==> config.mk <==
export PLATFORM = sky130hd
export DESIGN_NAME = nearest_neighbor_scale_address_gen_top
export DESIGN_NICKNAME = d
export VERILOG_FILES = /design/src/rtl/nnsag_pkg.sv /design/src/rtl/nnsag_cfg.sv /design/src/rtl/nnsag_ctrl.sv /design/src/rtl/nnsag_dp.sv /design/src/rtl/nearest_neighbor_scale_address_gen_top.sv
export VERILOG_INCLUDE_DIRS = /design/src /design/src/rtl
export SDC_FILE = /design/constraint.sdc
export NUM_CORES = 1
export LEC_CHECK = 0
export BUFFER_PORTS_ARGS = -buffer_cell sky130_fd_sc_hd__buf_2
export CELL_PAD_IN_SITES_DETAIL_PLACEMENT = 1
export CELL_PAD_IN_SITES_GLOBAL_PLACEMENT = 2
export CORE_MARGIN = 5
export CORE_UTILIZATION = 36
export CTS_CLUSTER_SIZE = 14
export DETAILED_ROUTE_END_ITERATION = 8
export HOLD_SLACK_MARGIN = 0.06
export PLACE_DENSITY_LB_ADDON = 0.05
export SLEW_MARGIN = 15
export SYNTH_ARGS = -nofsm -noshare
export SYNTH_HDL_FRONTEND = slang
export SYNTH_SLANG_ARGS = --single-unit
==> constraint.sdc <==
create_clock -name clk -period 5.5 [get_ports clk]
set_clock_uncertainty 0.1 [all_clocks]
set_input_delay 0.55 -clock clk [delete_from_list [all_inputs] [get_ports clk]]
set_output_delay 0.55 -clock clk [all_outputs]
set_load 0.005 [all_outputs]
==> src/rtl/nearest_neighbor_scale_address_gen_top_macros.svh <==
// Assertion macros for the nearest-neighbour scaling address generator.
// Each macro samples on clk and is disabled while rst_n is low.
`ifndef NEAREST_NEIGHBOR_SCALE_ADDRESS_GEN_TOP_MACROS_SVH
`define NEAREST_NEIGHBOR_SCALE_ADDRESS_GEN_TOP_MACROS_SVH

`define NNSAG_ASSERT_ALWAYS(lbl, expr, msg) \
  lbl: assert property (@(posedge clk) disable iff (!rst_n) (expr)) \
    else $error(msg);

`define NNSAG_ASSERT_IMPL(lbl, ante, cons, msg) \
  lbl: assert property (@(posedge clk) disable iff (!rst_n) (ante) |-> (cons)) \
    else $error(msg);

`define NNSAG_ASSERT_NEXT(lbl, ante, cons, msg) \
  lbl: assert property (@(posedge clk) disable iff (!rst_n) (ante) |=> (cons)) \
    else $error(msg);

`endif

==> src/rtl/nnsag_pkg.sv <==
// Shared types and constants for the nearest-neighbour scaling address generator.
// Used by the configuration, controller, datapath and top-level modules.
`timescale 1ns / 1ps
`default_nettype none

package nnsag_pkg;

  localparam int RATIO_W  = 27;
  localparam int DIM_W    = 11;
  localparam int ORIGIN_W = 10;
  localparam int PITCH_W  = 13;
  localparam int BPP_W    = 3;
  localparam int OFF_W    = 22;
  localparam int COORD_W  = 11;
  localparam int CFG_IDX_W  = 3;
  localparam int CFG_DATA_W = 27;
  localparam int IN_TDATA_W  = 8;
  localparam int OUT_TDATA_W = 48;

  localparam logic [CFG_IDX_W-1:0] REG_X_STEP   = 3'd0;
  localparam logic [CFG_IDX_W-1:0] REG_Y_STEP   = 3'd1;
  localparam logic [CFG_IDX_W-1:0] REG_WIDTH    = 3'd2;
  localparam logic [CFG_IDX_W-1:0] REG_HEIGHT   = 3'd3;
  localparam logic [CFG_IDX_W-1:0] REG_ORIGIN_X = 3'd4;
  localparam logic [CFG_IDX_W-1:0] REG_ORIGIN_Y = 3'd5;
  localparam logic [CFG_IDX_W-1:0] REG_PITCH    = 3'd6;
  localparam logic [CFG_IDX_W-1:0] REG_BPP      = 3'd7;

  localparam logic [RATIO_W-1:0]  RST_X_STEP   = 27'd65537;
  localparam logic [RATIO_W-1:0]  RST_Y_STEP   = 27'd65537;
  localparam logic [DIM_W-1:0]    RST_WIDTH    = 11'd320;
  localparam logic [DIM_W-1:0]    RST_HEIGHT   = 11'd240;
  localparam logic [ORIGIN_W-1:0] RST_ORIGIN_X = 10'd0;
  localparam logic [ORIGIN_W-1:0] RST_ORIGIN_Y = 10'd0;
  localparam logic [PITCH_W-1:0]  RST_PITCH    = 13'd640;
  localparam logic [BPP_W-1:0]    RST_BPP      = 3'd2;

  typedef struct packed {
    logic [RATIO_W-1:0]  x_step_ratio;
    logic [RATIO_W-1:0]  y_step_ratio;
    logic [DIM_W-1:0]    dest_width;
    logic [DIM_W-1:0]    dest_height;
    logic [ORIGIN_W-1:0] dest_origin_x;
    logic [ORIGIN_W-1:0] dest_origin_y;
    logic [PITCH_W-1:0]  source_pitch;
    logic [BPP_W-1:0]    source_bytes_per_pixel;
  } cfg_regs_t;

  typedef enum logic {
    ST_EMPTY,
    ST_FULL
  } stage_state_t;

  typedef struct packed {
    logic stage_load;
    logic out_load;
  } dp_cmd_t;

endpackage

`default_nettype wire

==> src/rtl/nnsag_cfg.sv <==
// Configuration register file, written through a plain index/data port.
// Depends on nnsag_pkg for register indexes, widths and reset values.
`timescale 1ns / 1ps
`default_nettype none

module nnsag_cfg (
  input  wire logic                               clk,
  input  wire logic                               rst_n,
  input  wire logic                               cfg_we,
  input  wire logic [nnsag_pkg::CFG_IDX_W-1:0]    cfg_index,
  input  wire logic [nnsag_pkg::CFG_DATA_W-1:0]   cfg_wdata,
  output nnsag_pkg::cfg_regs_t                    regs
);
  import nnsag_pkg::*;

  cfg_regs_t regs_r;
  cfg_regs_t regs_nxt;

  always_comb begin
    regs_nxt = regs_r;
    if (cfg_we) begin
      case (cfg_index)
        REG_X_STEP:   regs_nxt.x_step_ratio = cfg_wdata[RATIO_W-1:0];
        REG_Y_STEP:   regs_nxt.y_step_ratio = cfg_wdata[RATIO_W-1:0];
        REG_WIDTH:    regs_nxt.dest_width = cfg_wdata[DIM_W-1:0];
        REG_HEIGHT:   regs_nxt.dest_height = cfg_wdata[DIM_W-1:0];
        REG_ORIGIN_X: regs_nxt.dest_origin_x = cfg_wdata[ORIGIN_W-1:0];
        REG_ORIGIN_Y: regs_nxt.dest_origin_y = cfg_wdata[ORIGIN_W-1:0];
        REG_PITCH:    regs_nxt.source_pitch = cfg_wdata[PITCH_W-1:0];
        REG_BPP:      regs_nxt.source_bytes_per_pixel = cfg_wdata[BPP_W-1:0];
        default:      regs_nxt = regs_r;
      endcase
    end
  end

  always_ff @(posedge clk) begin
    if (!rst_n) begin
      regs_r.x_step_ratio           <= RST_X_STEP;
      regs_r.y_step_ratio           <= RST_Y_STEP;
      regs_r.dest_width             <= RST_WIDTH;
      regs_r.dest_height            <= RST_HEIGHT;
      regs_r.dest_origin_x          <= RST_ORIGIN_X;
      regs_r.dest_origin_y          <= RST_ORIGIN_Y;
      regs_r.source_pitch           <= RST_PITCH;
      regs_r.source_bytes_per_pixel <= RST_BPP;
    end else begin
      regs_r <= regs_nxt;
    end
  end

  assign regs = regs_r;

endmodule

`default_nettype wire

==> src/rtl/nnsag_ctrl.sv <==
// Controller: tracks the position stage and the output register and issues load commands.
// Depends on nnsag_pkg for the stage state type and the command struct.
`timescale 1ns / 1ps
`default_nettype none

module nnsag_ctrl (
  input  wire logic          clk,
  input  wire logic          rst_n,
  input  wire logic          in_tvalid,
  output logic               in_tready,
  output logic               out_tvalid,
  input  wire logic          out_tready,
  output nnsag_pkg::dp_cmd_t cmd,
  output logic               stage_full
);
  import nnsag_pkg::*;

  stage_state_t state_r;
  stage_state_t state_nxt;
  logic         out_valid_r;
  logic         out_valid_nxt;
  logic         out_free;

  always_ff @(posedge clk) begin
    if (!rst_n) begin
      state_r     <= ST_EMPTY;
      out_valid_r <= 1'b0;
    end else begin
      state_r     <= state_nxt;
      out_valid_r <= out_valid_nxt;
    end
  end

  always_comb begin
    out_free       = !out_valid_r || out_tready;
    cmd.out_load   = 1'b0;
    in_tready      = 1'b0;
    state_nxt      = state_r;
    case (state_r)
      ST_EMPTY: begin
        in_tready = 1'b1;
      end
      ST_FULL: begin
        cmd.out_load = out_free;
        in_tready    = out_free;
      end
      default: begin
        in_tready = 1'b0;
      end
    endcase
    cmd.stage_load = in_tvalid && in_tready;
    if (cmd.stage_load) begin
      state_nxt = ST_FULL;
    end else if (cmd.out_load) begin
      state_nxt = ST_EMPTY;
    end
    if (cmd.out_load) begin
      out_valid_nxt = 1'b1;
    end else if (out_tready) begin
      out_valid_nxt = 1'b0;
    end else begin
      out_valid_nxt = out_valid_r;
    end
  end

  assign out_tvalid = out_valid_r;
  assign stage_full = (state_r == ST_FULL);

endmodule

`default_nettype wire

==> src/rtl/nnsag_dp.sv <==
// Datapath: position counters, step accumulators, position stage and offset multiply.
// Depends on nnsag_pkg for the configuration struct, widths and the command struct.
`timescale 1ns / 1ps
`default_nettype none

module nnsag_dp #(
  parameter int MAX_DIMENSION = 1024,
  parameter int FRACTION_BITS = 16
) (
  input  wire logic                            clk,
  input  wire logic                            rst_n,
  input  wire nnsag_pkg::cfg_regs_t            regs,
  input  wire nnsag_pkg::dp_cmd_t              cmd,
  input  wire logic                            restart,
  output logic [nnsag_pkg::OFF_W-1:0]          source_offset,
  output logic [nnsag_pkg::COORD_W-1:0]        dest_x,
  output logic [nnsag_pkg::COORD_W-1:0]        dest_y,
  output logic                                 row_end,
  output logic                                 frame_end
);
  import nnsag_pkg::*;

  localparam int IDX_W = $clog2(MAX_DIMENSION);
  localparam int ACC_W = IDX_W + RATIO_W;
  localparam int CMP_W = ((IDX_W > DIM_W) ? IDX_W : DIM_W) + 1;
  localparam logic [CMP_W-1:0] MAX_DIM_C = CMP_W'(MAX_DIMENSION);

  logic [IDX_W-1:0] col_r, col_nxt, row_r, row_nxt;
  logic [ACC_W-1:0] cacc_r, cacc_nxt, racc_r, racc_nxt;

  logic [IDX_W-1:0] eff_col, eff_row;
  logic [ACC_W-1:0] eff_cacc, eff_racc, sx_full, sy_full;
  logic [CMP_W-1:0] width_c, height_c, width_m1, height_m1;
  logic             last_col, last_row;

  logic [OFF_W-1:0]   st_sx_r, st_sy_r;
  logic [COORD_W-1:0] st_dx_r, st_dy_r;
  logic               st_row_end_r, st_frame_end_r;

  logic [OFF_W+PITCH_W-1:0] prod_y;
  logic [OFF_W+BPP_W-1:0]   prod_x;

  logic [OFF_W-1:0]   out_off_r;
  logic [COORD_W-1:0] out_dx_r, out_dy_r;
  logic               out_row_end_r, out_frame_end_r;

  always_comb begin
    if (regs.dest_width == '0) begin
      width_c = CMP_W'(1);
    end else if (CMP_W'(regs.dest_width) > MAX_DIM_C) begin
      width_c = MAX_DIM_C;
    end else begin
      width_c = CMP_W'(regs.dest_width);
    end
    if (regs.dest_height == '0) begin
      height_c = CMP_W'(1);
    end else if (CMP_W'(regs.dest_height) > MAX_DIM_C) begin
      height_c = MAX_DIM_C;
    end else begin
      height_c = CMP_W'(regs.dest_height);
    end
    width_m1  = width_c - CMP_W'(1);
    height_m1 = height_c - CMP_W'(1);

    eff_col  = restart ? '0 : col_r;
    eff_row  = restart ? '0 : row_r;
    eff_cacc = restart ? '0 : cacc_r;
    eff_racc = restart ? '0 : racc_r;

    last_col = CMP_W'(eff_col) >= width_m1;
    last_row = CMP_W'(eff_row) >= height_m1;

    sx_full = eff_cacc >> FRACTION_BITS;
    sy_full = eff_racc >> FRACTION_BITS;

    col_nxt  = col_r;
    row_nxt  = row_r;
    cacc_nxt = cacc_r;
    racc_nxt = racc_r;
    if (cmd.stage_load) begin
      if (!last_col) begin
        col_nxt  = eff_col + IDX_W'(1);
        cacc_nxt = eff_cacc + ACC_W'(regs.x_step_ratio);
        row_nxt  = eff_row;
        racc_nxt = eff_racc;
      end else if (!last_row) begin
        col_nxt  = '0;
        cacc_nxt = '0;
        row_nxt  = eff_row + IDX_W'(1);
        racc_nxt = eff_racc + ACC_W'(regs.y_step_ratio);
      end else begin
        col_nxt  = '0;
        cacc_nxt = '0;
        row_nxt  = '0;
        racc_nxt = '0;
      end
    end
  end

  always_ff @(posedge clk) begin
    if (!rst_n) begin
      col_r  <= '0;
      row_r  <= '0;
      cacc_r <= '0;
      racc_r <= '0;
    end else begin
      col_r  <= col_nxt;
      row_r  <= row_nxt;
      cacc_r <= cacc_nxt;
      racc_r <= racc_nxt;
    end
  end

  always_ff @(posedge clk) begin
    if (cmd.stage_load) begin
      st_sx_r        <= sx_full[OFF_W-1:0];
      st_sy_r        <= sy_full[OFF_W-1:0];
      st_dx_r        <= COORD_W'(regs.dest_origin_x) + COORD_W'(eff_col);
      st_dy_r        <= COORD_W'(regs.dest_origin_y) + COORD_W'(eff_row);
      st_row_end_r   <= last_col;
      st_frame_end_r <= last_col && last_row;
    end
  end

  assign prod_y = st_sy_r * regs.source_pitch;
  assign prod_x = st_sx_r * regs.source_bytes_per_pixel;

  always_ff @(posedge clk) begin
    if (cmd.out_load) begin
      out_off_r       <= prod_y[OFF_W-1:0] + prod_x[OFF_W-1:0];
      out_dx_r        <= st_dx_r;
      out_dy_r        <= st_dy_r;
      out_row_end_r   <= st_row_end_r;
      out_frame_end_r <= st_frame_end_r;
    end
  end

  assign source_offset = out_off_r;
  assign dest_x        = out_dx_r;
  assign dest_y        = out_dy_r;
  assign row_end       = out_row_end_r;
  assign frame_end     = out_frame_end_r;

endmodule

`default_nettype wire

==> src/rtl/nearest_neighbor_scale_address_gen_top.sv <==
// Nearest-neighbour scaling address generator, top level.
// Each input item yields one result item: source byte offset, screen position and end marks.
// The input item carries a restart flag in bit 0 of in_tdata; restart returns the walk to
// destination pixel (0,0) before that item's result is formed.
// Results appear on the out_ stream after the accepted item has passed the position stage,
// where the step accumulators have been advanced, and then the output register, which the
// offset multiplier feeds; the item moves on into the output register only once that
// register is free, so a stalled receiver holds it in the position stage.
// Throughput is one item per cycle while the receiver keeps out_tready high; the rate is set
// by the accumulator update, a single add per item.
// When the receiver stalls, the result waits in the output register and one more item may
// be taken into the position stage; after that in_tready stays low until the output drains.
// Configuration registers are written through cfg_we, cfg_index and cfg_wdata, and should
// only be changed while no item is in flight.
// Reset (rst_n low, synchronous) loads the register defaults, returns the walk to (0,0)
// and empties both stages; no clearing pass is needed.
`timescale 1ns / 1ps
`default_nettype none

module nearest_neighbor_scale_address_gen_top #(
  parameter int MAX_DIMENSION = 1024,
  parameter int FRACTION_BITS = 16
) (
  input  wire logic                                 clk,
  input  wire logic                                 rst_n,
  input  wire logic                                 in_tvalid,
  output logic                                      in_tready,
  // Bit 0: restart; bits 7:1 are zero fill.
  input  wire logic [nnsag_pkg::IN_TDATA_W-1:0]     in_tdata,
  output logic                                      out_tvalid,
  input  wire logic                                 out_tready,
  // Bits 21:0 source_offset, 32:22 dest_x, 43:33 dest_y, 47:44 zero fill.
  output logic [nnsag_pkg::OUT_TDATA_W-1:0]         out_tdata,
  output logic                                      out_tlast,
  // Bit 0: frame_end.
  output logic                                      out_tuser,
  input  wire logic                                 cfg_we,
  input  wire logic [nnsag_pkg::CFG_IDX_W-1:0]      cfg_index,
  input  wire logic [nnsag_pkg::CFG_DATA_W-1:0]     cfg_wdata
);
  import nnsag_pkg::*;

  cfg_regs_t          regs;
  dp_cmd_t            cmd;
  logic               stage_full;
  logic [OFF_W-1:0]   source_offset;
  logic [COORD_W-1:0] dest_x;
  logic [COORD_W-1:0] dest_y;

  nnsag_cfg u_cfg (
    .clk       (clk),
    .rst_n     (rst_n),
    .cfg_we    (cfg_we),
    .cfg_index (cfg_index),
    .cfg_wdata (cfg_wdata),
    .regs      (regs)
  );

  nnsag_ctrl u_ctrl (
    .clk        (clk),
    .rst_n      (rst_n),
    .in_tvalid  (in_tvalid),
    .in_tready  (in_tready),
    .out_tvalid (out_tvalid),
    .out_tready (out_tready),
    .cmd        (cmd),
    .stage_full (stage_full)
  );

  nnsag_dp #(
    .MAX_DIMENSION (MAX_DIMENSION),
    .FRACTION_BITS (FRACTION_BITS)
  ) u_dp (
    .clk           (clk),
    .rst_n         (rst_n),
    .regs          (regs),
    .cmd           (cmd),
    .restart       (in_tdata[0]),
    .source_offset (source_offset),
    .dest_x        (dest_x),
    .dest_y        (dest_y),
    .row_end       (out_tlast),
    .frame_end     (out_tuser)
  );

  assign out_tdata = {(OUT_TDATA_W - OFF_W - 2 * COORD_W)'(0), dest_y, dest_x, source_offset};

`include "nearest_neighbor_scale_address_gen_top_macros.svh"

  `NNSAG_ASSERT_IMPL(a_stall_blocks_input, stage_full && out_tvalid && !out_tready, !in_tready, "input taken while both stages are held")
  `NNSAG_ASSERT_NEXT(a_accept_fills_stage, in_tvalid && in_tready, stage_full || out_tvalid, "accepted item lost before output")
  `NNSAG_ASSERT_IMPL(a_frame_end_is_row_end, out_tvalid && out_tuser, out_tlast, "frame end without row end")
  `NNSAG_ASSERT_ALWAYS(a_empty_stage_ready, stage_full || in_tready, "input not ready with an empty stage")

endmodule

`default_nettype wire

After elaboration in Yosys (flattened, before gate mapping)
Index checks and enable logic that the tools add are counted.

Bitwise logic cells: 1. Order comparisons: 4. Reduce and logical (&&, ||, !) cells: 17. Mux-type cells: 20. Add/subtract/negate cells: 9. Multiply operators: 2. Equality and inequality tests: 7.

Operators by type and width (count): 37-bit two-way mux (5); 37-bit by 27-bit adder with 37-bit output (2); 10-bit two-way mux (5); 11-bit two-way mux (3); 10-bit by 12-bit >= comparator with 1-bit output (2); 10-bit by 10-bit adder with 11-bit output (2); 22-bit adder (1); 11-bit > comparator, second input constant (2); 11-bit logical NOT (2); 21-bit by 13-bit multiplier with 22-bit output (1); 21-bit by 3-bit multiplier with 22-bit output (1); 10-bit by 1-bit adder with 10-bit output, second input constant (2); 2-bit AND reduction (8); 3-bit == test, second input constant (4); 12-bit two-way mux (1); 11-bit by 1-bit subtractor with 12-bit output, second input constant (1); 12-bit by 1-bit subtractor with 12-bit output, second input constant (1); 3-bit by 2-bit == test with 1-bit output, second input constant (2); 1-bit two-way mux (5); 2-bit nonzero test (2); 3-bit by 1-bit == test with 1-bit output, second input constant (1); 3-bit logical NOT (1); 1-bit logical AND (2); 1-bit one-hot mux with 2 select lines (1); other kinds (3) (3).

Flip-flop bits (word level): 320. Output and inout bits: 52. Word-level logic and storage cells: 85.

Longest topological paths before layout
Depth after elaboration: 7. Depth in mapped cells: 23. Gate-level depth less buffers: 22.

Modules after synthesis
From an unflattened synthesis, not the netlist that was laid out.

Cell total of the unflattened synthesis: 2608. Area total of the unflattened synthesis: 24430.9 um^2.

By module, submodules not included: nnsag_dp (instances 1, area each 20035.5 um^2, cells each 2178); nnsag_cfg (instances 1, area each 4242.8 um^2, cells each 414); nnsag_ctrl (instances 1, area each 118.9 um^2, cells each 11); nearest_neighbor_scale_address_gen_top (instances 1, area each 33.8 um^2, cells each 5).

Worst setup path after synthesis
Ideal clock, no wire load.

Path kind: register -> register. Start: register u_cfg.regs_r (netlist bit u_cfg.regs[6]). End: register u_dp.out_off_r[21] (netlist: u_dp.source_offset[21]), data pin. Clock period less this slack: 6.079 ns. Arrival time: 5.722 ns. Cell stages (with the launch flop): 21. Setup time: 0.258 ns. Required time: 5.142 ns. Setup slack: -0.579 ns. Cell sequence: dfxtp_1 clkbuf_1 clkbuf_1 nand2_1 fa_1 fa_1 inv_1 ha_1 fa_1 inv_1 fa_1 inv_1 fa_1 ha_1 or3_1 or3_1 a221oi_2 a31oi_1 a41o_1 o21ba_2 xnor2_1.

Cells in the longest elaborated chain, start to end: 2.

Ends and longest elaborated chain: start, declared (RTL line nnsag_cfg.sv:16) `cfg_regs_t regs_r;`; start signal, assigned (RTL line nnsag_cfg.sv:47) `regs_r <= regs_nxt;`; 21-bit by 13-bit multiplier with 22-bit output (RTL line nnsag_dp.sv:125) `assign prod_y = st_sy_r * regs.source_pitch;`; 22-bit adder (RTL line nnsag_dp.sv:130) `out_off_r <= prod_y[OFF_W-1:0] + prod_x[OFF_W-1:0];`; end signal, assigned (RTL line nnsag_dp.sv:130); end, declared (RTL line nnsag_dp.sv:43) `logic [OFF_W-1:0] out_off_r;`.

Every way passes these cells. A chain may end at the register's enable or synchronous reset.

Worst setup path after layout
Start: register u_dp.st_sy_r[3]. End: register u_dp.out_off_r[21] (netlist: u_dp.source_offset[21]), data pin.

Cells in the longest elaborated chain, start to end: 2.

Ends and longest elaborated chain: start, declared (RTL line nnsag_dp.sv:36) `logic [OFF_W-1:0] st_sx_r, st_sy_r;`; start signal, assigned (RTL line nnsag_dp.sv:117) `st_sy_r <= sy_full[OFF_W-1:0];`; 21-bit by 13-bit multiplier with 22-bit output (RTL line nnsag_dp.sv:125); 22-bit adder (RTL line nnsag_dp.sv:130).

Every way passes these cells.

==> qor.csv <==
stage;metric;value;unit
run_status;status;finished with violations;
run_status;violated checks;setup timing;
pwr;leakage;0.0121;uW
logic_synthesis;synthesized netlist cell count;2710;
global_routing;first-pass GRT wire length;122000;um
die;Boundary Pins;95;
logic_synthesis;Synth cell types;91;
logic_synthesis;Syn Area/Cell;8.93;um^2
setup_path;startpoint types;flip-flop;
route;DRC viols;0;
layout;layout cell share with drive strength beyond 1;14.1;%
clock_tree;Clock Path Buffers;3;
logic_synthesis;Post-synth EDFFs;112;
global_routing;largest net degree at the start of global routing;89;
logic_synthesis;share of the synthesized area in the top cell type;17.2;%
route;WL final;77300;um
die;Initial Util;36.2;%
route;via count;19600;
clock_tree;clock-pin transition on the worst setup and hold timing paths;0.06;ns
timing;Setup violations, final;8;
hold_path;HP Class;input pin to flip-flop;
setup_path;CP max FO;3;
logic_synthesis;area leader, netlist;dfxtp_1;
setup_path;Worst setup EP type;flip-flop;
clock_tree;clk_lat worst skew;0.57;ns
timing;count of pins over their slew limit;0;
layout;Area Overhead vs Synth;17.3;%
hold_path;Hold Startpoint;in_tvalid;
timing;Worst slew margin;28.1;%
timing;Tmin final;5.88;ns
layout;final layout net count;3281;
logic_synthesis;register bit total from synthesis;320;
placed_design;Placement Setup Slack;-0.540;ns
job;number of max-cap violations;0;
timing;final hold vios;0;
placed_design;post-placement cell count;3684;
placed_design;Post-Place Cell Area;0.0264;mm^2
layout;post-route insts no fill;3784;
die;core area;0.0669;mm^2
logic_synthesis;Seq/Total Area, Yosys;31.1;%
clock_tree;cts bufs inserted;43;
route;Pre-Repair DR Iteration Count;5;
die;DIE WIDTH;269;um
setup_path;required time worst endpoint;5.71;ns
setup_path;Critical Path Start;u_dp.st_sy_r[3]$_DFFE_PP_;
global_routing;grt total ovfl;0;
global_routing;overall routing resource usage;21.0;%
route;Vias per Instance;5.17;
logic_synthesis;asr flop ratio synth;0;%
logic_synthesis;post-synthesis cell area;0.0242;mm^2
clock_tree;CTS tree;done;
clock_tree;TritonCTS Sinks;320;
placed_design;GPL Wtd Cong;0.831;
setup_path;worst endpoint data arrival time;6.08;ns
pwr;Worst IR Drop VDD;0.186;mV
die;die height;269;um
timing;unrepaired setup endpoints after global routing;true;
logic_synthesis;Area contributors post-synth;dfxtp_1 (17%), fa_1 (17%), edfxtp_1 (14%);
route;Iteration-0 DRC Markers;779;
layout;Filler cells;7736;
route;Post-DRT Antenna Nets;0;
timing;final setup margin;-0.376;ns
clock_tree;Root Buffer;clkbuf_16;
timing;final setup TNS;-1.84;ns
pwr;power per cell area;242;mW/mm^2
route;per-cell routed wire length;20.4;um
pwr;total power;6870;uW
setup_path;r2r startpoint;u_dp.st_sy_r[3]$_DFFE_PP_;
clock_tree;H-tree depth;2;
logic_synthesis;Top FF cell, synth;dfxtp_1;
placed_design;DP HPWL;59600;um
timing;Worst-Margin Slew;1.08;ns
layout;final instance area;0.0284;mm^2
global_routing;initial antenna violation count;10;
timing;fmax;170;MHz
timing;Final Cycle Share;107;%
logic_synthesis;Synth warnings;0;
die;Std-Cell Rows;95;
setup_path;WS Path Type;flip-flop to flip-flop;
placed_design;Port Buffers;83;
layout;most common cell after layout, fill and taps aside;nand2_1;
die;Die ar.;0.0725;mm^2
global_routing;vias in the first global route;20900;
layout;commonest cells after routing, fill and taps aside;nand2_1 (490), inv_1 (258), fa_1 (205);
logic make-up after synthesis:
group | Yosys count | synth area share [%]
multiplexers | 7 | 0.289
AO/OA/AOI/OAI | 496 | 13.3
XOR/XNOR | 102 | 3.69
AND/OR/NAND/NOR | 1024 | 20.3
other | 1 | 0.0155
adder cells (fa/ha/maj) | 361 | 25.0
buffers and inverters | 399 | 6.33
flip-flops | 320 | 31.1
through the flow:
step | util, % | hold slack, ns
6_report | 42.5 | 0.106
5_1_grt | 42.5 | 0.101
4_1_cts | 42.0 | 0.0683
3_5_place_dp | 39.5 | 0.306
3_3_place_gp | 39.5 | 0.305
2_1_floorplan | - | 0.300
sequential cells by signal, summed over array words and instances (netlist names), 10 cells and up:
name	count
u_cfg.regs	112
u_dp.dest_y	11
u_dp.cacc_r	37
u_dp.racc_r	37
u_dp.st_dx_r	11
u_dp.st_dy_r	11
u_dp.col_r	10
u_dp.st_sy_r	21
u_dp.st_sx_r	21
u_dp.dest_x	11
u_dp.source_offset	22
u_dp.row_r	10
synthesized netlist by cell type (5+ instances only):
| library cell | count |
|---|---|
| nand2_1 | 492 |
| inv_1 | 274 |
| dfxtp_1 | 208 |
| fa_1 | 206 |
| a21oi_1 | 197 |
| ha_1 | 155 |
| nor2_1 | 113 |
| and2_1 | 112 |
| edfxtp_1 | 112 |
| clkbuf_1 | 104 |
| nor2b_1 | 96 |
| xnor2_1 | 77 |
| o21ai_0 | 70 |
| nand3_1 | 56 |
| a21o_1 | 36 |
| nor3_1 | 32 |
| a22oi_1 | 28 |
| xor2_1 | 25 |
| and3_1 | 21 |
| a211oi_1 | 20 |
| o211ai_1 | 19 |
| or3_1 | 16 |
| nand2b_1 | 15 |
| o21bai_1 | 14 |
| o21a_1 | 12 |
| o31ai_1 | 11 |
| buf_2 | 10 |
| nor4_1 | 10 |
| a22o_1 | 9 |
| a31oi_1 | 9 |
| nand4_1 | 9 |
| mux2i_1 | 7 |
| nand3b_1 | 7 |
| nor3b_1 | 7 |
| nor4b_1 | 7 |
| or4_1 | 7 |
| or2_2 | 5 |
what timing repair did:
action,4_1_cts,5_1_grt
gates resized for setup,32,61
setup endpoints to repair,11,23
pin swaps,41,51
hold buffers,0,0
cloned,0,0
buffers inserted,8,16
report_power, final:
| group | total, uW | internal (uW) | switching (uW) |
|---|---|---|---|
| Combinational | 1340 | 596 | 745 |
| Clock | 2920 | 1780 | 1140 |
| Sequential | 2610 | 2560 | 50.1 |
| Total | 6870 | 4940 | 1930 |
area by class of cell:
cell class                      instances  area, um^2  area share [%]
Antenna cell                            1        2.50         0.00881
Clock buffer                           62        1300            4.56
Clock inverter                         16         183           0.643
Inverter                              276        1040            3.66
Multi-Input combinational cell       1994       15500            54.6
Sequential cell                       320        7540            26.5
Tap cell                              873        1090            3.84
Timing Repair Buffer                  242        1750            6.15
per-layer routing:
metal / vias up / global-route usage [%] / routed length (um)
li1: 9386 / - / -
met1: 9863 / 28.9 / 36700
met2: 237 / 36.2 / 37100
met3: 67 / 2.28 / 2350
met4: 0 / 3.78 / 1190
met5: - / 0 / 0
worst paths after layout:
kind	endpoint	slack [ns]	cells past startpoint
setup / recovery	u_dp.source_offset[21]$_DFFE_PP_	-0.38	19
hold / removal	u_ctrl.stage_full$_SDFFE_PN0P_	0.11	3
hold reg to reg	u_dp.dest_x[6]$_DFFE_PP_	0.32	0
setup reg to reg	u_dp.source_offset[21]$_DFFE_PP_	-0.38	19
worst max-delay path, cell delays in order (launching register included):
cell and delay, ns:
edfxtp_1 0.44, and2_4 0.17, fa_1 0.56, inv_1 0.06
fa_1 0.51, inv_2 0.05, ha_4 0.21, fa_1 0.50
inv_2 0.05, fa_1 0.48, inv_1 0.05, fa_1 0.45
ha_2 0.20, or3_4 0.36, or3_4 0.39, a221oi_4 0.35
a31oi_4 0.14, a41o_1 0.25, o21ba_4 0.20, xnor2_1 0.11
Power figures use the tool's default switching activity.
